`config.mk`:
```
export PLATFORM = sky130hd
export DESIGN_NAME = mixlim_front
export DESIGN_NICKNAME = d
export VERILOG_FILES = /design/src/hw/rtl/mixlim_pkg.sv /design/src/hw/rtl/mixlim_front.sv
export VERILOG_INCLUDE_DIRS = /design/src /design/src/hw/rtl
export SDC_FILE = /design/constraint.sdc
export NUM_CORES = 1
export LEC_CHECK = 0
export ABC_AREA = 1
export ABC_CLOCK_PERIOD_IN_PS = 29000
export BUFFER_PORTS_ARGS = -buffer_cell sky130_fd_sc_hd__clkbuf_2
export CAP_MARGIN = 20
export CORE_ASPECT_RATIO = 0.75
export CORE_MARGIN = 5
export CORE_UTILIZATION = 55
export DETAILED_ROUTE_END_ITERATION = 10
export GPL_TIMING_DRIVEN = 0
export PLACE_DENSITY = 0.74
export SETUP_SLACK_MARGIN = 0.15
export SLEW_MARGIN = 20
export SYNTH_ARGS = -nofsm -noshare
export SYNTH_HDL_FRONTEND = slang
export SYNTH_SLANG_ARGS = --single-unit
```
`constraint.sdc`:
```
create_clock -name clock -period 29 [get_ports clock]
set_input_delay 4.35 -clock clock [delete_from_list [all_inputs] [get_ports clock]]
set_output_delay 4.35 -clock clock [all_outputs]
set_load 0.02 [all_outputs]
```
`src/hw/rtl/audio_block_mixer_peak_limiter_defines.svh`:
```
// Assertion macros shared by the mixer RTL files.
// Include this header in any module body that carries assertions; it has no dependencies.
`ifndef AUDIO_BLOCK_MIXER_PEAK_LIMITER_DEFINES_SVH
`define AUDIO_BLOCK_MIXER_PEAK_LIMITER_DEFINES_SVH

`ifndef SYNTH
// Checked on every clock edge outside reset.
`define MIXLIM_ASSERT(lbl, prop) \
   lbl: assert property (@(posedge clock) disable iff (reset) prop) \
      else $error("mixer assertion failed");
// Checked on every clock edge, reset included.
`define MIXLIM_ASSERT_NR(lbl, prop) \
   lbl: assert property (@(posedge clock) prop) \
      else $error("mixer assertion failed");
`else
`define MIXLIM_ASSERT(lbl, prop)
`define MIXLIM_ASSERT_NR(lbl, prop)
`endif

`endif

```
`src/hw/rtl/mixlim_pkg.sv`:
```
// Shared types, constants and helpers for the block mixer with peak limiter.
// No dependencies; the front end, divider, back end and top level import this package.
package mixlim_pkg;

   localparam int BLOCK_DEPTH_DEF = 64;
   localparam int ACC_WIDTH_DEF   = 21;

   localparam int SCALED_W = 17;
   localparam int QUOT_W   = 16;

   localparam logic [16:0] VOL_UNITY = 17'd65536;
   localparam logic [1:0]  CH_MONO   = 2'd1;
   localparam logic        CMD_MIX    = 1'b0;
   localparam logic        CMD_FINISH = 1'b1;

   localparam logic [1:0] REG_OUT_CHANNELS    = 2'd0;
   localparam logic [1:0] REG_BLOCK_FRAMES    = 2'd1;
   localparam logic [1:0] REG_LIMIT_THRESHOLD = 2'd2;

   localparam logic [1:0]  RST_OUT_CHANNELS    = 2'd2;
   localparam logic [6:0]  RST_BLOCK_FRAMES    = 7'd64;
   localparam logic [19:0] RST_LIMIT_THRESHOLD = 20'd31130;

   typedef struct packed {
      logic               command;
      logic [5:0]         frame_slot;
      logic [1:0]         in_channels;
      logic signed [15:0] sample_left;
      logic signed [15:0] sample_right;
      logic [16:0]        volume;
   } req_word_type;

   typedef struct packed {
      logic signed [15:0] out_left;
      logic signed [15:0] out_right;
      logic [5:0]         frame_number;
      logic               last;
      logic               limited;
   } rsp_word_type;

   typedef struct packed {
      logic [1:0]  out_channels;
      logic [6:0]  block_frames;
      logic [19:0] limit_threshold;
   } cfg_type;

   // One queued operation: a finish, or a mix with its scaled addends.
   typedef struct packed {
      logic                       finish;
      logic                       wr_right;
      logic [5:0]                 slot;
      logic signed [SCALED_W-1:0] add_left;
      logic signed [SCALED_W-1:0] add_right;
   } mix_op_type;

   typedef enum logic [3:0] {
      ST_SWEEP,
      ST_IDLE,
      ST_MIX_WR,
      ST_SCAN,
      ST_SCAN_END,
      ST_EMIT_RD,
      ST_EMIT_LOAD,
      ST_EMIT_DIV,
      ST_EMIT_OUT
   } back_state_type;

   function automatic logic [6:0] frames_used(input logic [6:0] bf, input logic [6:0] depth);
      logic [6:0] n;
      n = bf;
      if (bf == 7'd0) n = 7'd1;
      else if (bf > depth) n = depth;
      return n;
   endfunction

endpackage

```
`src/hw/rtl/mixlim_front.sv`:
```
// Front end: accepts input words, applies volume and channel conversion, and
// queues mix and finish operations for the back end. Uses mixlim_pkg.
module mixlim_front #(
   parameter int BLOCK_DEPTH = mixlim_pkg::BLOCK_DEPTH_DEF
) (
   input  logic                     clock,
   input  logic                     reset,
   input  logic                     req_valid,
   output logic                     req_stall,
   input  mixlim_pkg::req_word_type req_word,
   input  mixlim_pkg::cfg_type      cfg,
   input  logic                     hold,
   output logic                     q_valid,
   output mixlim_pkg::mix_op_type   q_head,
   input  logic                     q_pop
);
   import mixlim_pkg::*;
   `include "audio_block_mixer_peak_limiter_defines.svh"

   logic [16:0]        vol_c;
   logic [6:0]         n_eff;
   logic               in_stereo;
   logic               out_stereo;
   logic signed [16:0] pair_sum;
   logic signed [15:0] op_l;
   logic signed [15:0] op_r;
   logic signed [33:0] prod_l;
   logic signed [33:0] prod_r;
   logic               accept;
   logic               push;
   mix_op_type         entry;

   mix_op_type q_mem_ff [2];
   logic       wp_ff, wp_in;
   logic       rp_ff, rp_in;
   logic [1:0] cnt_ff, cnt_in;

   // Product magnitude shifted down by 16, sign restored: truncation toward zero.
   function automatic logic signed [SCALED_W-1:0] shrink(input logic signed [33:0] p);
      logic [33:0]         m;
      logic [SCALED_W-1:0] mg;
      m  = p[33] ? 34'(-p) : p;
      mg = m[32:16];
      return p[33] ? SCALED_W'(-mg) : mg;
   endfunction

   assign vol_c      = (req_word.volume > VOL_UNITY) ? VOL_UNITY : req_word.volume;
   assign n_eff      = frames_used(cfg.block_frames, 7'(BLOCK_DEPTH));
   assign in_stereo  = req_word.in_channels != CH_MONO;
   assign out_stereo = cfg.out_channels != CH_MONO;
   assign pair_sum   = 17'(req_word.sample_left) + 17'(req_word.sample_right);
   assign op_l       = (in_stereo && !out_stereo) ? pair_sum[16:1] : req_word.sample_left;
   assign op_r       = in_stereo ? req_word.sample_right : req_word.sample_left;
   assign prod_l     = op_l * $signed({1'b0, vol_c});
   assign prod_r     = op_r * $signed({1'b0, vol_c});

   always_comb begin
      entry.finish    = req_word.command == CMD_FINISH;
      entry.wr_right  = out_stereo;
      entry.slot      = req_word.frame_slot;
      entry.add_left  = shrink(prod_l);
      entry.add_right = shrink(prod_r);
   end

   assign req_stall = hold || (cnt_ff == 2'd2);
   assign accept    = req_valid && !req_stall;
   // A mix word for a slot outside the block is taken and dropped.
   assign push      = accept && ((req_word.command == CMD_FINISH) ||
                                 ({1'b0, req_word.frame_slot} < n_eff));

   always_comb begin
      wp_in  = push ? !wp_ff : wp_ff;
      rp_in  = q_pop ? !rp_ff : rp_ff;
      cnt_in = cnt_ff + 2'(push) - 2'(q_pop);
   end

   always_ff @(posedge clock) begin
      if (reset) begin
         wp_ff  <= 1'b0;
         rp_ff  <= 1'b0;
         cnt_ff <= 2'd0;
      end else begin
         wp_ff  <= wp_in;
         rp_ff  <= rp_in;
         cnt_ff <= cnt_in;
      end
   end

   always_ff @(posedge clock) begin
      if (push) begin
         q_mem_ff[wp_ff] <= entry;
      end
   end

   assign q_valid = cnt_ff != 2'd0;
   assign q_head  = q_mem_ff[rp_ff];

   `MIXLIM_ASSERT(a_pop_nonempty, q_pop |-> (cnt_ff != 2'd0))
   `MIXLIM_ASSERT_NR(a_cnt_bound, reset || (cnt_ff <= 2'd2))
   `MIXLIM_ASSERT(a_push_lands, (push && !q_pop) |=> (cnt_ff != 2'd0))
endmodule

```
Yosys cells after proc, flatten, opt, wreduce, memory -nomap -nowiden

Memories as Yosys holds them, arrays and structs flattened. A register that Yosys moved wholly into a read port is not among the register bits.
Index checks and enable logic that the tools add are counted.

Multipliers: 2
$add $sub $neg: 7
$lt $le $gt $ge: 3
Eq/ne operators: 3
Reductions and logical operators: 11
Mux-type cells: 13

Operator list:

| operator               | number |
|---|---|
| $mul A16 B18 Y34       | 2 |
| $mux W33               | 2 |
| $neg A33 Y33           | 2 |
| $mux W17               | 3 |
| $neg A17 Y17           | 2 |
| $mux W16               | 2 |
| $add A16 B16 Y17       | 1 |
| $gt A17 B17 Y1 const B | 1 |
| $mux W7                | 2 |
| $gt A7 B7 Y1 const B   | 1 |
| $logic_not A7 Y1       | 1 |
| $lt A6 B7 Y1           | 1 |
| $logic_not A1 Y1       | 4 |
| $mux W1                | 4 |
| $ne A2 B1 Y1 const B   | 2 |
| $logic_and A1 B1 Y1    | 3 |
| $add A2 B1 Y2          | 1 |
| $eq A2 B2 Y1 const B   | 1 |
| $logic_or A1 B1 Y1     | 2 |
| $reduce_bool A2 Y1     | 1 |
| $sub A2 B1 Y2          | 1 |

Logic and storage cells: 43
Input port bits: 92
Bits in writable memories: 84
Memories: 1
Bits in registers: 4

Memory list:

| name     | words | bits a word | rd ports | clocked after Yosys merged registers in | wr ports | line               | RTL |
|---|---|---|---|---|---|---|---|
| q_mem_ff | 2     | 42          | 1        | 1                                       | 1        | mixlim_front.sv:33 | `mix_op_type q_mem_ff [2];` |

Depth between registers and ports, before layout

Word-level depth: 9
Depth in mapped cells: 57

Worst setup path before layout

Ideal clock, no wire load.

Kind: input to register
Start: input req_word[19] (netlist bit)
End: memory q_mem_ff[0][31] (netlist bit), data pin
Stages on the path: 52
Setup time: 0.256 ns
Buffers on the path: 1
Arrival: 12.080 ns
Required time: 28.744 ns
Setup slack: 16.664 ns
Cell sequence: ha_1 -> a21oi_1 -> o21ai_0 -> nand2_1 -> nand2_1 -> nand2_1 -> nand2_1 -> nand2_1 -> a21oi_1 -> or2_2 -> nand2_1 -> nand2_1 -> a21oi_1 -> o21ai_0 -> or2_2 -> nand3_1 -> a21oi_1 -> fa_1 -> [... 16 more ...] -> a21oi_1 -> nand3b_1 -> nand2_4 -> inv_4 -> buf_8 -> nand3b_1 -> nand2_2 -> inv_1 -> ha_1 -> nand3_1 -> nor2_1 -> nand3_1 -> nor2_2 -> nand2_1 -> nand2_2 -> nand2_1 -> nand2_1 -> nand2_1

RTL lines:

| item        | line               | RTL |
|---|---|---|
| from (decl) | mixlim_front.sv:10 | `input mixlim_pkg::req_word_type req_word,` |
| to (decl)   | mixlim_front.sv:33 |  |

==> flow_summary_export.csv <==
group,metric,value,unit
run_status,status,"finished clean",
synthesis,synth-async-reset-ratio,0,%
grt,track_usage,29.2,%
clock_network,cts_tree,"yes",
floorplanning,initial_core_util,55.3,%
grt,grt_pass1_wl,125000,µm
synthesis,netlist.area_leader.share,31.2,%
sta,final_max_slew_viol_count,0,
clock_network,clk_pin_slew,0.06,ns
synthesis,synth_nets,4425,
synthesis,synth_edf_count,84,
sta,fmaxAchievable,72.4,MHz
sta,slew_headroom,23.5,%
grt,gr-total-overflow,0,
synthesis,synth_area_per_cell,7.35,µm²
worst_setup_path,crit_fanout,10,
layout,drive_gt1_share,8.05,%
synthesis,yosysTopAreaCell,"fa_1",
grt,grt_max_degree,27,
synthesis,yosysMostFrequentCell,"nand2_1",
worst_setup_path,crit_path_start_kind,"input port",
drt,vias,23700,
layout,diodes,0,
place,gp_congestion,1.04,
run,max_cap_violations,0,
synthesis,synth_cells,3644,
clock_network,clock_latency,0.33,ns
worst_setup_path,critPathKind,"input port to flip-flop",
worst_setup_path,crit_path_frequent_cell,"nand2_1",
grt,met1_usage,40.8,%
sta,finClkSkew,0.00447,ns
place,port_buffers,114,
worst_setup_path,crit_path_end_kind,"flip-flop",
synthesis,synth_commonest_cells,"nand2_1, inv_1, fa_1",
drt,dr.pass1.iters,6,
grt,grt_pass1_vias,23500,
sta,rsz0062_at_grt,"false",
synthesis,synth_area_leaders,"fa_1, nand2_1, ha_1",
clock_network,cts_resized,0,
sta,post-route-period-util,47.6,%
clock_network,post_cts_buffers,0,
floorplanning,rows,70,
floorplanning,die_h,201,µm
clock_network,ctsHoldBuffers,0,
sta,worst_pin_slew,1.15,ns
worst_setup_path,crit_required,29.08,ns
floorplanning,die_x,265,µm
sta,finalHoldViolations,0,
layout,finish.net_count,4553,
drt,route.detailed.drc,0,
place,place_hpwl,65300,µm
grt,use_met3,7.32,%
synthesis,syn_area,0.0268,mm²
clock_network,htreeDepth,3,
layout,areaGrowthSynthToFinish,6.59,%
sta,finalSetupTns,0,ns
drt,drt_iter0_drc,2171,
worst_setup_path,slowest_stage,"clkbuf_1",
synthesis,ys_ff_latch,89,
floorplanning,core-area,0.0484,mm²
synthesis,synthFlopType,"edfxtp_1",
clock_network,cts-buffers-inserted,9,
sta,min_period,13.82,ns
min_path,hold_class,"flip-flop to flip-flop",
drt,wl_per_cell,17.5,µm
worst_setup_path,max_stage_delay,0.59,ns
synthesis,ys_types,52,
drt,viasPerCell,5.37,
floorplanning,die_area,0.0532,mm²
clock_network,cts_sinks,89,
layout,n_fill_cell,4498,
synthesis,yosysSeqAreaShare,9.79,%
grt,met2_usage,45.7,%
sta,setup_viol,0,
floorplanning,io-pin-count,136,
grt,antenna_found_initial,0,
synthesis,synth_warnings,0,
clock_network,root_buffer,"clkbuf_16",
drt,wirelength,77300,µm
grt,busiest_layer,"met2",
worst_setup_path,critPathArrivalTime,13.90,ns
clock_network,cts_max_path_buffers,2,
drt,ant_nets,0,
routing by layer:
layer  vias to the layer above  part of all wire (%)
met5                         -                     0
met4                         0                   3.5
met3                       179                    12
met2                      1108                    43
met1                     11200                    42
li1                      11200                     -
kinds of logic (layout without fill, tap and decap cells):
family	count (synthesis)	in the layout	synth area share (%)
AND/OR/NAND/NOR	1680	1680	26.4
adder cells (fa/ha/maj)	689	689	43.9
AO/OA/AOI/OAI	175	175	3.59
XOR/XNOR	43	43	1.43
multiplexers	42	42	1.77
buffers and inverters	926	1058	13.2
flip-flops	89	89	9.79
stage by stage:
step / instance area [µm²] / std cells / setup WS [ns] / utilization (%) / hold slack, ns
finish: 28500 / 4424 / 15.18 / 58.9 / 0.516
global route: 28500 / 4424 / 14.50 / 58.9 / 0.541
CTS: 28500 / 4424 / 15.41 / 58.9 / 0.518
detailed placement: 28200 / 4409 / 15.05 / 58.3 / 0.506
global placement: 28200 / 4406 / 15.18 / 58.1 / 0.500
floorplan: 26800 / 3644 / 16.66 / - / 0.480
layout make-up:
type	count	area, µm²	share of cell area (%)
flip-flops and latches	89	2620	9.19
well taps	648	811	2.84
clock buffers	10	229	0.802
plain buffers	86	367	1.28
multi-input cells	2629	20700	72.4
inverters	840	3160	11.1
clock inverters	5	80.1	0.281
repair buffers	117	622	2.18
path summary, 6_finish.rpt:
kind         slack [ns]         start               to  cells past startpoint
max reg2reg       27.12     cnt_ff[1]  q_mem_ff[1][23]                      6
min reg2reg        0.52         rp_ff            rp_ff                      2
min                0.52         rp_ff            rp_ff                      2
max               15.18  req_word[19]  q_mem_ff[0][29]                     58
cells in the final DEF, fill, tap and decap left out, types with 12 or more instances in the layout:
| cell type | instances |
|---|---|
| nand2_1 | 967 |
| inv_1 | 812 |
| fa_1 | 417 |
| nor2_1 | 364 |
| ha_1 | 272 |
| nand3_1 | 164 |
| clkbuf_2 | 114 |
| a21oi_1 | 94 |
| edfxtp_1 | 84 |
| clkbuf_1 | 74 |
| mux2_2 | 42 |
| nand4_1 | 40 |
| nand2_2 | 37 |
| xor2_1 | 32 |
| o21ai_0 | 29 |
| nor3_1 | 22 |
| o21ai_1 | 20 |
| or2_2 | 20 |
| nor2_2 | 19 |
| nand3b_1 | 19 |
| clkinv_1 | 16 |
| inv_2 | 12 |
sequential cells by signal, indices dropped and copies added, names as in the netlist, named ones only:
name      flops
q_mem_ff     84
cnt_ff        2
rp_ff         1
wp_ff         1
critical path, delay by kind of cell:
family	cells	cell delay, ns
and+or+nand+nor	31	3.28
buffers and inverters	12	1.57
adders and majority gates	9	3.88
xor gates and xnor gates	1	0.10
AOI/OAI and AO/OA	5	0.70
Power is not shown: default switching activity piles up to over one toggle a cycle in this logic, so the estimate is an artifact.
