File: config.mk
export PLATFORM = sky130hd
export DESIGN_NAME = mixlim_back
export DESIGN_NICKNAME = d
export VERILOG_FILES = /design/src/hw/rtl/mixlim_pkg.sv /design/src/hw/rtl/mixlim_ram.sv /design/src/hw/rtl/mixlim_div.sv /design/src/hw/rtl/mixlim_back.sv
export VERILOG_INCLUDE_DIRS = /design/src /design/src/hw/rtl
export SDC_FILE = /design/constraint.sdc
export NUM_CORES = 2
export LEC_CHECK = 0
export BUFFER_PORTS_ARGS = -buffer_cell sky130_fd_sc_hd__buf_2
export CAP_MARGIN = 5
export CORE_AREA = 3 3 664 666
export DETAILED_ROUTE_END_ITERATION = 10
export DIE_AREA = 0 0 667 669
export SYNTH_ARGS = -nofsm -noshare
export SYNTH_HDL_FRONTEND = slang
export SYNTH_HIERARCHICAL = 1
export SYNTH_SLANG_ARGS = --single-unit
File: constraint.sdc
create_clock -name clock -period 5.8 [get_ports clock]
set_clock_uncertainty 0.15 [all_clocks]
set_input_delay 0.58 -clock clock [delete_from_list [all_inputs] [get_ports clock]]
set_output_delay 0.58 -clock clock [all_outputs]
set_load 0.01 [all_outputs]
File: src/hw/rtl/audio_block_mixer_peak_limiter_defines.svh
// Assertion macros shared by the mixer RTL files.
// Include this header in any module body that carries assertions; it has no dependencies.
`ifndef AUDIO_BLOCK_MIXER_PEAK_LIMITER_DEFINES_SVH
`define AUDIO_BLOCK_MIXER_PEAK_LIMITER_DEFINES_SVH

`ifndef SYNTH
// Checked on every clock edge outside reset.
`define MIXLIM_ASSERT(lbl, prop) \
   lbl: assert property (@(posedge clock) disable iff (reset) prop) \
      else $error("mixer assertion failed");
// Checked on every clock edge, reset included.
`define MIXLIM_ASSERT_NR(lbl, prop) \
   lbl: assert property (@(posedge clock) prop) \
      else $error("mixer assertion failed");
`else
`define MIXLIM_ASSERT(lbl, prop)
`define MIXLIM_ASSERT_NR(lbl, prop)
`endif

`endif

File: src/hw/rtl/mixlim_pkg.sv
// Shared types, constants and helpers for the block mixer with peak limiter.
// No dependencies; the front end, divider, back end and top level import this package.
package mixlim_pkg;

   localparam int BLOCK_DEPTH_DEF = 64;
   localparam int ACC_WIDTH_DEF   = 21;

   localparam int SCALED_W = 17;
   localparam int QUOT_W   = 16;

   localparam logic [16:0] VOL_UNITY = 17'd65536;
   localparam logic [1:0]  CH_MONO   = 2'd1;
   localparam logic        CMD_MIX    = 1'b0;
   localparam logic        CMD_FINISH = 1'b1;

   localparam logic [1:0] REG_OUT_CHANNELS    = 2'd0;
   localparam logic [1:0] REG_BLOCK_FRAMES    = 2'd1;
   localparam logic [1:0] REG_LIMIT_THRESHOLD = 2'd2;

   localparam logic [1:0]  RST_OUT_CHANNELS    = 2'd2;
   localparam logic [6:0]  RST_BLOCK_FRAMES    = 7'd64;
   localparam logic [19:0] RST_LIMIT_THRESHOLD = 20'd31130;

   typedef struct packed {
      logic               command;
      logic [5:0]         frame_slot;
      logic [1:0]         in_channels;
      logic signed [15:0] sample_left;
      logic signed [15:0] sample_right;
      logic [16:0]        volume;
   } req_word_type;

   typedef struct packed {
      logic signed [15:0] out_left;
      logic signed [15:0] out_right;
      logic [5:0]         frame_number;
      logic               last;
      logic               limited;
   } rsp_word_type;

   typedef struct packed {
      logic [1:0]  out_channels;
      logic [6:0]  block_frames;
      logic [19:0] limit_threshold;
   } cfg_type;

   // One queued operation: a finish, or a mix with its scaled addends.
   typedef struct packed {
      logic                       finish;
      logic                       wr_right;
      logic [5:0]                 slot;
      logic signed [SCALED_W-1:0] add_left;
      logic signed [SCALED_W-1:0] add_right;
   } mix_op_type;

   typedef enum logic [3:0] {
      ST_SWEEP,
      ST_IDLE,
      ST_MIX_WR,
      ST_SCAN,
      ST_SCAN_END,
      ST_EMIT_RD,
      ST_EMIT_LOAD,
      ST_EMIT_DIV,
      ST_EMIT_OUT
   } back_state_type;

   function automatic logic [6:0] frames_used(input logic [6:0] bf, input logic [6:0] depth);
      logic [6:0] n;
      n = bf;
      if (bf == 7'd0) n = 7'd1;
      else if (bf > depth) n = depth;
      return n;
   endfunction

endpackage

File: src/hw/rtl/mixlim_ram.sv
// Generic single-write, single-read RAM with a registered read port.
// No dependencies.
module mixlim_ram #(
   parameter int WIDTH = 21,
   parameter int DEPTH = 64
) (
   input  logic                                  clock,
   input  logic                                  wr_en,
   input  logic [(DEPTH > 1 ? $clog2(DEPTH) : 1)-1:0] wr_addr,
   input  logic [WIDTH-1:0]                      wr_data,
   input  logic [(DEPTH > 1 ? $clog2(DEPTH) : 1)-1:0] rd_addr,
   output logic [WIDTH-1:0]                      rd_data
);
   logic [WIDTH-1:0] mem_ff [DEPTH];
   logic [WIDTH-1:0] rd_data_ff;

   always_ff @(posedge clock) begin
      if (wr_en) begin
         mem_ff[wr_addr] <= wr_data;
      end
      rd_data_ff <= mem_ff[rd_addr];
   end

   assign rd_data = rd_data_ff;
endmodule

File: src/hw/rtl/mixlim_div.sv
// Restoring divider for the limiter gain: quotient of mag*32768 by the peak,
// one quotient bit per cycle. Uses mixlim_pkg.
module mixlim_div #(
   parameter int ACC_WIDTH = mixlim_pkg::ACC_WIDTH_DEF
) (
   input  logic                          clock,
   input  logic                          reset,
   input  logic                          start,
   input  logic [ACC_WIDTH-1:0]          mag,
   input  logic [ACC_WIDTH-1:0]          den,
   output logic                          busy,
   output logic [mixlim_pkg::QUOT_W-1:0] quot
);
   import mixlim_pkg::*;

   localparam int CNT_W = $clog2(QUOT_W);

   logic [ACC_WIDTH-1:0] rem_ff, rem_in;
   logic [QUOT_W-1:0]    sh_ff, sh_in;
   logic [CNT_W-1:0]     cnt_ff, cnt_in;
   logic                 busy_ff, busy_in;
   logic [ACC_WIDTH:0]   trial;
   logic [ACC_WIDTH:0]   diff;
   logic                 ge;

   // The quotient never exceeds 32768, so the top of the dividend, mag >> 1,
   // is already below the divisor and only the low 16 dividend bits need steps.
   assign trial = {rem_ff, sh_ff[QUOT_W-1]};
   assign ge    = trial >= {1'b0, den};
   assign diff  = trial - {1'b0, den};

   always_comb begin
      rem_in  = rem_ff;
      sh_in   = sh_ff;
      cnt_in  = cnt_ff;
      busy_in = busy_ff;
      if (start) begin
         rem_in  = {1'b0, mag[ACC_WIDTH-1:1]};
         sh_in   = {mag[0], {(QUOT_W-1){1'b0}}};
         cnt_in  = '0;
         busy_in = 1'b1;
      end else if (busy_ff) begin
         rem_in = ge ? diff[ACC_WIDTH-1:0] : trial[ACC_WIDTH-1:0];
         sh_in  = {sh_ff[QUOT_W-2:0], ge};
         cnt_in = cnt_ff + 1'b1;
         if (cnt_ff == CNT_W'(QUOT_W - 1)) begin
            busy_in = 1'b0;
         end
      end
   end

   always_ff @(posedge clock) begin
      if (reset) begin
         busy_ff <= 1'b0;
         cnt_ff  <= '0;
      end else begin
         busy_ff <= busy_in;
         cnt_ff  <= cnt_in;
      end
   end

   always_ff @(posedge clock) begin
      rem_ff <= rem_in;
      sh_ff  <= sh_in;
   end

   assign busy = busy_ff;
   assign quot = sh_ff;
endmodule

File: src/hw/rtl/mixlim_back.sv
// Back end: owns the mix stores, does the read-modify-write of mix operations,
// and on finish scans for the peak, limits, emits and clears the block.
// Uses mixlim_pkg, mixlim_ram and mixlim_div.
module mixlim_back #(
   parameter int BLOCK_DEPTH = mixlim_pkg::BLOCK_DEPTH_DEF,
   parameter int ACC_WIDTH   = mixlim_pkg::ACC_WIDTH_DEF
) (
   input  logic                     clock,
   input  logic                     reset,
   input  mixlim_pkg::cfg_type      cfg,
   input  logic                     q_valid,
   input  mixlim_pkg::mix_op_type   q_head,
   output logic                     q_pop,
   output logic                     init_busy,
   output logic                     rsp_valid,
   input  logic                     rsp_stall,
   output mixlim_pkg::rsp_word_type rsp_word
);
   import mixlim_pkg::*;
   `include "audio_block_mixer_peak_limiter_defines.svh"

   localparam int A     = ACC_WIDTH;
   localparam int IDX_W = BLOCK_DEPTH > 1 ? $clog2(BLOCK_DEPTH) : 1;

   back_state_type   state_ff, state_in;
   logic [IDX_W-1:0] idx_ff, idx_in;
   logic             pend_ff, pend_in;
   logic [A-1:0]     peak_ff, peak_in;
   logic             rescale_ff, rescale_in;
   logic             init_ff, init_in;
   mix_op_type       op_ff, op_in;
   logic [A-1:0]     samp_l_ff, samp_l_in;
   logic [A-1:0]     samp_r_ff, samp_r_in;
   rsp_word_type     rsp_ff, rsp_in;

   logic [IDX_W-1:0] rd_addr;
   logic [IDX_W-1:0] wr_addr;
   logic             we_left;
   logic             we_right;
   logic [A-1:0]     wd_left;
   logic [A-1:0]     wd_right;
   logic [A-1:0]     rd_l;
   logic [A-1:0]     rd_r;
   logic             div_start;
   logic             busy_l;
   logic             busy_r;
   logic [QUOT_W-1:0] quot_l;
   logic [QUOT_W-1:0] quot_r;

   logic [6:0]   n_eff;
   logic         out_stereo;
   logic         at_last_frame;
   logic         at_end;
   logic [A-1:0] cand_l;
   logic [A-1:0] cand_r;

   function automatic logic [A-1:0] mag_of(input logic [A-1:0] v);
      return v[A-1] ? A'((~v) + A'(1)) : v;
   endfunction

   function automatic logic [A-1:0] sat_add(input logic [A-1:0] a,
                                            input logic signed [SCALED_W-1:0] b);
      logic signed [A:0] s;
      logic [A-1:0]      r;
      s = $signed({a[A-1], a}) + (A+1)'(b);
      r = s[A-1:0];
      if (s[A] != s[A-1]) begin
         r = s[A] ? {1'b1, {(A-1){1'b0}}} : {1'b0, {(A-1){1'b1}}};
      end
      return r;
   endfunction

   function automatic logic [15:0] limit16(input logic [A-1:0] v, input logic rs,
                                           input logic [QUOT_W-1:0] q);
      logic [15:0] r;
      if (rs) begin
         if (v[A-1]) r = 16'(-q);
         else r = q[15] ? 16'h7FFF : q;
      end else if (!v[A-1] && (v[A-2:15] != '0)) begin
         r = 16'h7FFF;
      end else if (v[A-1] && !(&v[A-2:15])) begin
         r = 16'h8000;
      end else begin
         r = v[15:0];
      end
      return r;
   endfunction

   assign n_eff         = frames_used(cfg.block_frames, 7'(BLOCK_DEPTH));
   assign out_stereo    = cfg.out_channels != CH_MONO;
   assign at_last_frame = (7'(idx_ff) + 7'd1) == n_eff;
   assign at_end        = idx_ff == IDX_W'(BLOCK_DEPTH - 1);
   assign cand_l        = mag_of(rd_l);
   assign cand_r        = out_stereo ? mag_of(rd_r) : '0;

   mixlim_ram #(.WIDTH(A), .DEPTH(BLOCK_DEPTH)) u_store_left (
      .clock   (clock),
      .wr_en   (we_left),
      .wr_addr (wr_addr),
      .wr_data (wd_left),
      .rd_addr (rd_addr),
      .rd_data (rd_l)
   );

   mixlim_ram #(.WIDTH(A), .DEPTH(BLOCK_DEPTH)) u_store_right (
      .clock   (clock),
      .wr_en   (we_right),
      .wr_addr (wr_addr),
      .wr_data (wd_right),
      .rd_addr (rd_addr),
      .rd_data (rd_r)
   );

   mixlim_div #(.ACC_WIDTH(A)) u_div_left (
      .clock (clock),
      .reset (reset),
      .start (div_start),
      .mag   (mag_of(rd_l)),
      .den   (peak_ff),
      .busy  (busy_l),
      .quot  (quot_l)
   );

   mixlim_div #(.ACC_WIDTH(A)) u_div_right (
      .clock (clock),
      .reset (reset),
      .start (div_start),
      .mag   (mag_of(rd_r)),
      .den   (peak_ff),
      .busy  (busy_r),
      .quot  (quot_r)
   );

   // Next state.
   always_comb begin
      state_in = state_ff;
      unique case (state_ff)
         ST_SWEEP:     if (at_end) state_in = ST_IDLE;
         ST_IDLE: begin
            if (q_valid) state_in = q_head.finish ? ST_SCAN : ST_MIX_WR;
         end
         ST_MIX_WR:    state_in = ST_IDLE;
         ST_SCAN:      if (at_last_frame) state_in = ST_SCAN_END;
         ST_SCAN_END:  state_in = ST_EMIT_RD;
         ST_EMIT_RD:   state_in = ST_EMIT_LOAD;
         ST_EMIT_LOAD: state_in = ST_EMIT_DIV;
         ST_EMIT_DIV:  if (!rescale_ff || !(busy_l || busy_r)) state_in = ST_EMIT_OUT;
         ST_EMIT_OUT: begin
            if (!rsp_stall) begin
               if (at_end) state_in = ST_IDLE;
               else if (at_last_frame) state_in = ST_SWEEP;
               else state_in = ST_EMIT_RD;
            end
         end
         default:      state_in = ST_IDLE;
      endcase
   end

   // Outputs to the stores, the queue, the dividers and the result port.
   always_comb begin
      q_pop     = 1'b0;
      rd_addr   = idx_ff;
      wr_addr   = idx_ff;
      we_left   = 1'b0;
      we_right  = 1'b0;
      wd_left   = '0;
      wd_right  = '0;
      div_start = 1'b0;
      rsp_valid = 1'b0;
      unique case (state_ff)
         ST_SWEEP: begin
            we_left  = 1'b1;
            we_right = 1'b1;
         end
         ST_IDLE: begin
            q_pop   = q_valid;
            rd_addr = q_head.slot[IDX_W-1:0];
         end
         ST_MIX_WR: begin
            wr_addr  = op_ff.slot[IDX_W-1:0];
            we_left  = 1'b1;
            we_right = op_ff.wr_right;
            wd_left  = sat_add(rd_l, op_ff.add_left);
            wd_right = sat_add(rd_r, op_ff.add_right);
         end
         ST_EMIT_LOAD: div_start = rescale_ff;
         ST_EMIT_OUT: begin
            rsp_valid = 1'b1;
            we_left   = !rsp_stall;
            we_right  = !rsp_stall;
         end
         ST_SCAN, ST_SCAN_END, ST_EMIT_RD, ST_EMIT_DIV: begin
         end
         default: begin
         end
      endcase
   end

   // Datapath registers.
   always_comb begin
      idx_in     = idx_ff;
      pend_in    = pend_ff;
      peak_in    = peak_ff;
      rescale_in = rescale_ff;
      init_in    = init_ff;
      op_in      = op_ff;
      samp_l_in  = samp_l_ff;
      samp_r_in  = samp_r_ff;
      rsp_in     = rsp_ff;
      case (state_ff)
         ST_SWEEP: begin
            if (at_end) init_in = 1'b0;
            else idx_in = IDX_W'(idx_ff + 1'b1);
         end
         ST_IDLE: begin
            op_in   = q_head;
            idx_in  = '0;
            pend_in = 1'b0;
            peak_in = '0;
         end
         ST_SCAN, ST_SCAN_END: begin
            // Read data trails the address, as the store read port is registered.
            if (pend_ff) begin
               if (cand_l > peak_in) peak_in = cand_l;
               if (cand_r > peak_in) peak_in = cand_r;
            end
            if (state_ff == ST_SCAN) begin
               pend_in = 1'b1;
               if (!at_last_frame) idx_in = IDX_W'(idx_ff + 1'b1);
            end else begin
               pend_in = 1'b0;
               idx_in  = '0;
            end
         end
         ST_EMIT_RD: rescale_in = 33'(peak_ff) > 33'(cfg.limit_threshold);
         ST_EMIT_LOAD: begin
            samp_l_in = rd_l;
            samp_r_in = rd_r;
         end
         ST_EMIT_DIV: begin
            rsp_in.out_left     = limit16(samp_l_ff, rescale_ff, quot_l);
            rsp_in.out_right    = out_stereo ? limit16(samp_r_ff, rescale_ff, quot_r) : '0;
            rsp_in.frame_number = 6'(idx_ff);
            rsp_in.last         = at_last_frame;
            rsp_in.limited      = rescale_ff;
         end
         ST_EMIT_OUT: begin
            if (!rsp_stall && !at_end) idx_in = IDX_W'(idx_ff + 1'b1);
         end
         default: begin
         end
      endcase
   end

   always_ff @(posedge clock) begin
      if (reset) begin
         state_ff <= ST_SWEEP;
         idx_ff   <= '0;
         pend_ff  <= 1'b0;
         init_ff  <= 1'b1;
      end else begin
         state_ff <= state_in;
         idx_ff   <= idx_in;
         pend_ff  <= pend_in;
         init_ff  <= init_in;
      end
   end

   always_ff @(posedge clock) begin
      peak_ff    <= peak_in;
      rescale_ff <= rescale_in;
      op_ff      <= op_in;
      samp_l_ff  <= samp_l_in;
      samp_r_ff  <= samp_r_in;
      rsp_ff     <= rsp_in;
   end

   assign init_busy = init_ff;
   assign rsp_word  = rsp_ff;

   `MIXLIM_ASSERT(a_scan_no_write, (state_ff == ST_SCAN) |-> !we_left)
   `MIXLIM_ASSERT(a_pop_in_idle, q_pop |-> (state_ff == ST_IDLE))
   `MIXLIM_ASSERT(a_mix_two_cycles, (state_ff == ST_MIX_WR) |=> (state_ff == ST_IDLE))
endmodule

== Yosys cells after proc, flatten, opt, wreduce, memory -nomap -nowiden ==
Memories as Yosys holds them, arrays and structs flattened. A register that Yosys moved wholly into a read port is not among the register bits.
Cells that the tools add are included.

* Flip-flop bits (word level): 241
* RAM bits: 2688
* Input port bits: 75
* Output and inout port bits: 43
* Logic and storage cells: 177
* Memories kept: 2

{| class="wikitable"
|+ Memories
! name !! words !! width !! read ports !! clocked after memory_dff !! write ports !! line !! source
|-
| u_store_left.mem_ff || 64 || 21 || 1 || 1 || 1 || mixlim_ram.sv:14 || <nowiki>logic [WIDTH-1:0] mem_ff [DEPTH];</nowiki>
|-
| u_store_right.mem_ff || 64 || 21 || 1 || 1 || 1 || mixlim_ram.sv:14 ||
|}

* Add/subtract/negate cells: 12
* Order comparisons: 6
* Equality and inequality tests: 24
* Muxes and demuxes: 70
* Bitwise logic cells: 2
* Reductions and logical operators: 32

{| class="wikitable"
|+ Operators by type and width
! cell !! number
|-
| $mux W21 || 16
|-
| $mux W16 || 12
|-
| $mux W20 || 4
|-
| $add A21 B17 Y22 || 2
|-
| $ge A22 B21 Y1 || 2
|-
| $add A21 B1 Y21 const B || 2
|-
| $gt A21 B21 Y1 || 2
|-
| $not A21 Y21 || 2
|-
| $pmux W21 S2 || 1
|-
| $sub A21 B21 Y21 || 2
|-
| $mux W6 || 6
|-
| $neg A16 Y16 || 2
|-
| $pmux W4 S8 || 1
|-
| $mux W15 || 2
|-
| $pmux W6 S4 || 1
|-
| $gt A21 B20 Y1 || 1
|-
| $mux W4 || 5
|-
| $eq A4 B3 Y1 const B || 4
|-
| $ne A2 B2 Y1 const B || 8
|-
| $mux W1 || 15
|-
| $reduce_and A5 Y1 || 3
|-
| $mux W7 || 2
|-
| $eq A4 B4 Y1 const B || 3
|-
| $reduce_bool A5 Y1 || 2
|-
| other kinds (24) || 46
|}

== Depth between registers and ports, before layout ==
* Depth in word-level cells: 11
* Depth in mapped cells: 25
* Mapped depth without buffers: 23

== By module ==
Netlist, hierarchy kept.

{| class="wikitable"
|+ Modules (own cells, without submodules)
! module !! instances !! cells an instance !! area an instance (sq um) !! seq. area each (sq um)
|-
| mixlim_ram || 2 || 2190 || 51717.1 || 40779.1
|-
| mixlim_back || 1 || 1292 || 12160.4 || 4594.4
|-
| mixlim_div (u_div_right) || 1 || 370 || 3119.2 || 1051.0
|-
| mixlim_div (u_div_left) || 1 || 359 || 3099.2 || 1051.0
|}

== Worst setup path before layout ==
Ideal clock, no wire load.

* Path type: register to register
* From: reg state_ff[1]
* To: reg u_div_left.sh_ff[15] (netlist: u_div_left/quot[15]) (enable)
* Setup time: 0.349 ns
* Arrival: 5.111 ns
* Data required time: 5.301 ns
* Setup slack: 0.190 ns
* Stages on the path, launching flop included: 8
* Path buffers: 3
* Period minus slack after synthesis: 5.610 ns
* Cells stage by stage: dfxtp_1 clkbuf_1 nand2b_1 nor3_1 and2_1 clkbuf_1 buf_1 or2_2

* Word-level cells in the longest chain between the ends: 3

{| class="wikitable"
|+ RTL lines
! what !! line !! source
|-
| start, declared || mixlim_back.sv:25 || <nowiki>back_state_type state_ff, state_in;</nowiki>
|-
| start signal, assigned || mixlim_back.sv:262 || <nowiki>state_ff <= state_in;</nowiki>
|-
| $eq A4 B3 Y1 || mixlim_back.sv:170 || <nowiki>unique case (state_ff)</nowiki>
|-
| $mux W1 || mixlim_back.sv:170 ||
|-
| via div_start || mixlim_back.sv:44 || <nowiki>logic div_start;</nowiki>
|-
| $reduce_bool A2 Y1 (no line) || - ||
|-
| end signal, assigned || mixlim_div.sv:64 || <nowiki>sh_ff <= sh_in;</nowiki>
|-
| end, declared || mixlim_div.sv:19 || <nowiki>logic [QUOT_W-1:0] sh_ff, sh_in;</nowiki>
|}

The timed path passes the listed nets, and every way through them passes these cells.
A chain may end at the register's enable or synchronous reset.

== Worst setup path after layout ==
* From: reg u_store_left.rd_data_ff[8] (netlist: u_store_left/rd_data[8]) (read register of u_store_left.mem_ff)
* To: reg peak_ff[4] (data pin)

* Word-level cells in the longest chain between the ends: 11

{| class="wikitable"
|+ RTL lines
! what !! line !! source
|-
| start, declared || mixlim_ram.sv:15 || <nowiki>logic [WIDTH-1:0] rd_data_ff;</nowiki>
|-
| $not A21 Y21 (*) || mixlim_back.sv:58 || <nowiki>return v[A-1] ? A'((~v) + A'(1)) : v;</nowiki>
|-
| $add A21 B1 Y21 (*) || mixlim_back.sv:58 ||
|-
| $mux W21 (*) || mixlim_back.sv:58 ||
|-
| via cand_l[18] || mixlim_back.sv:54 || <nowiki>logic [A-1:0] cand_l;</nowiki>
|-
| $gt A21 B21 Y1 || mixlim_back.sv:224 || <nowiki>if (cand_l > peak_in) peak_in = cand_l;</nowiki>
|-
| $mux W21 (*) || mixlim_back.sv:224 ||
|-
| $mux W21 (*) || mixlim_back.sv:223 || <nowiki>if (pend_ff) begin</nowiki>
|-
| $mux W21 (*) || mixlim_back.sv:210 || <nowiki>case (state_ff)</nowiki>
|-
| $gt A21 B21 Y1 || mixlim_back.sv:225 || <nowiki>if (cand_r > peak_in) peak_in = cand_r;</nowiki>
|-
| $mux W21 (*) || mixlim_back.sv:225 ||
|-
| $mux W21 (*) || mixlim_back.sv:223 ||
|-
| $pmux W21 S2 (*) || mixlim_back.sv:210 ||
|-
| end signal, assigned || mixlim_back.sv:270 || <nowiki>peak_ff <= peak_in;</nowiki>
|-
| end, declared || mixlim_back.sv:28 || <nowiki>logic [A-1:0] peak_ff, peak_in;</nowiki>
|}

The timed path passes the listed nets; every way through them passes the cells marked *. The select of a mux whose other input is x is not followed.

==> results.toml <==
[run_status]
status = "complete, no violations"

[power_and_ir_drop]
swShare = 0.2343
total_leakage_power_uw = 0.04954
p_sw_uw = 11320
power_density_nw_per_um2 = 335.6
internal-power_uw = 37020
power_frac_comb = 0.094
ir_worst_vdd_mv = 0.2186
p_seq_frac = 0.488
pwr-share-clk = 0.417

[routing]
route.met3.wl_um = 25690
ant_nets = 0
routed_wl_um = 344300
vias = 66024
dr.pass1.iters = 6
top_layer_used = "met5"
wl_per_cell_um = 26.41
vias_per_cell = 5.065
dr_wl_met2_um = 170800
drtIter0Drc = 7673
drcViolationCount = 0
wl_met1_um = 134200

[timing]
rsz0062_at_grt = "true"
drv_slew = 0
tightest_slew_ns = 1.252
hold_viol = 0
finalSetupViolCount = 0
period_minus_slack_ns = 5.710
fmax_mhz = 175.1
max_slew_margin = 0.1631
tns_ns = 0
timing.hold.ws_ns = 0.09883
finalCritPeriodShare = 0.9845
worst_slack_ns = 0.08986

[clock_tree]
cts_inserted_buffers = 318
clock-sinks = 2971
clockBufferDepth = 4
root_buffer = "clkbuf_16"
worst_skew_pair.late_latency_ns = 0.93
cts_tree = "done"
path_clk_slew_ns = 0.06
h-tree-depth = 5

[final_layout]
syn2layout_area_growth_pct = 18.27
final_cell_area_um2 = 144100
nets = 7261
most-common-layout-cells = "edfxtp_1, mux4_2, buf_4, clkbuf_16, nor2_1"
utilization = 0.3313
drive_gt1_frac = 0.2789
final_common_cell = "edfxtp_1"

[synthesis]
synth_cells = 6401
synth_cell_type_count = 98
synth_seq_cells = 2971
synthTopCellsByArea = "edfxtp_1, mux4_2, dfxtp_1"
synth_flop_cell = "edfxtp_1"
mappedNetlistNets = 6633
seq_area_frac_synth = 0.7245
syn_area_per_cell_um2 = 19.03
ys_warn_count = 6
async_flop_share = 0
yosysTopAreaCell = "edfxtp_1"
synth_area_um2 = 121800
yosysTopAreaCellShare = 0.7087
synth_edf_count = 2875

[global_routing]
grt_usage = 0.1497
grt_pass1_vias = 66270
grt_pass1_wl_um = 487700
grt-ovfl-total = 0
antenna_found_initial = 19
grt_max_degree = 71

[job]
maxCapViolations = 0

[critical_path]
worstPathArrival_ns = 6.21
critPathLaunch = "u_store_left/rd_data[8]$_DFF_P_"
critPathKind = "reg2reg"
worstPathRequired_ns = 6.30
critPathCaptureType = "flip-flop"
r2r-start = "u_store_left/rd_data[8]$_DFF_P_"
cp-start-kind = "flip-flop"
crit_path_max_fanout = 5

[placed_design]
dp_slack_ns = -0.2032
dp_hpwl_um = 220600
port_buffers = 117
place_congestion = 0.8549
dpl_cell_area_um2 = 132700

[floorplanning]
io_pins = 118
initial_utilization = 0.2802
die_h_um = 669
core_um2 = 434800
die_w_um = 667
rows = 242
dieArea_um2 = 446200

[min_path]
hold_start = "cfg[28]"
hp-class = "in2reg"
-- stage by stage --
stage	power, µW	std cells
after floorplan	26590	6401
after global placement	28360	12387
after detailed placement	28390	12387
after CTS	48570	13006
after global routing	49890	13028
final	48340	13036
-- registers in the layout, indices dropped and copies added (netlist names), 6 cells and up --
register	flops
rsp_word	40
u_store_right/mem_ff	1344
u_div_left/quot	16
u_div_left/rem_ff	21
op_ff	41
samp_l_ff	21
samp_r_ff	21
u_div_right/quot	16
u_store_left/rd_data	21
peak_ff	21
u_store_left/mem_ff	1344
u_store_right/rd_data	21
idx_ff	6
u_div_right/rem_ff	21
-- power groups by stage --
stage          sequential [µW]  clock (µW)  combinational [µW]
6_report                 23600       20200                4560
5_1_grt                  23600       21400                4860
4_1_cts                  23600       20600                4380
3_5_place_dp             24100           0                4320
3_3_place_gp             24100           0                4310
2_1_floorplan            24000           0                2630
-- routing by layer --
metal  vias to the layer above  track usage
li1                      27578            -
met1                     35145       0.1921
met2                      2740       0.2551
met3                       559      0.02533
met4                         2      0.05322
met5                         -            0
-- kinds of logic (layout without fill, tap and decap cells) --
| kind of cell | after synthesis | in the layout | share of synthesized area |
|---|---|---|---|
| compound gates | 831 | 831 | 0.04632 |
| xor+xnor | 129 | 129 | 0.009275 |
| fa+ha+maj | 157 | 157 | 0.01637 |
| buf+inv | 465 | 1347 | 0.01774 |
| flops | 2971 | 2971 | 0.7245 |
| mux | 910 | 910 | 0.1482 |
| other cells | 0 | 19 | 0 |
| simple gates | 938 | 938 | 0.03762 |
-- worst max-delay path, stage by stage (launching register included) --
cell and delay (ns):
dfxtp_2 0.32, or4_4 0.56, nor4_4 0.18, nand3_1 0.13
or4_4 0.45, o31ai_4 0.21, xnor2_2 0.10, ha_1 0.31
buf_4 0.10, nand4_1 0.19, o21ai_2 0.25, a21oi_2 0.07
a31o_4 0.26, buf_12 0.16, mux2i_4 0.20, ha_4 0.31
nand3_2 0.10, o221ai_2 0.20, a21oi_1 0.10, o21ai_1 0.16
a21oi_1 0.09, o21a_1 0.22, buf_6 0.13, o21ai_4 0.20
buf_4 0.20, o22ai_1 0.08
-- what timing repair did --
action,4_1_cts,5_1_grt
hold endpoints to repair,44,0
hold buffers,44,0
setup buffers,1,5
gates resized for setup,7,62
setup endpoints to repair,20,21
cloned,0,6
pin swaps,0,13
-- layout make-up --
cell class              instances  area, µm²
clock inverters               166       1814
inverters                     137      514.2
repair buffers                636       5060
fillers                     41021     290700
well taps                    5734       7174
diodes                         19      47.55
multi-input cells            2965      32680
flip-flops and latches       2971      88260
clock buffers                 408       8523
-- cell usage after synthesis, types with 64 or more instances --
master / count
nor2_1: 345
edfxtp_1: 2875
mux2i_1: 177
a21oi_1: 180
nor3_1: 64
o21ai_0: 151
nand2_1: 171
xor2_1: 64
ha_1: 153
nor2b_1: 87
dfxtp_1: 96
clkbuf_1: 164
o221ai_1: 83
mux4_2: 712
xnor2_1: 65
inv_1: 135
-- path summary, 6_finish.rpt --
kind / endpoint / slack [ns] / cells past startpoint
min: rsp_word[16]$_SDFFCE_PP0P_ / 0.1 / 3
min reg2reg: init_busy$_SDFFE_PP1P_ / 0.31 / 1
max: peak_ff[4]$_SDFFCE_PP0P_ / 0.09 / 25
max reg2reg: peak_ff[4]$_SDFFCE_PP0P_ / 0.09 / 25
(Power assumes the default switching activity.)
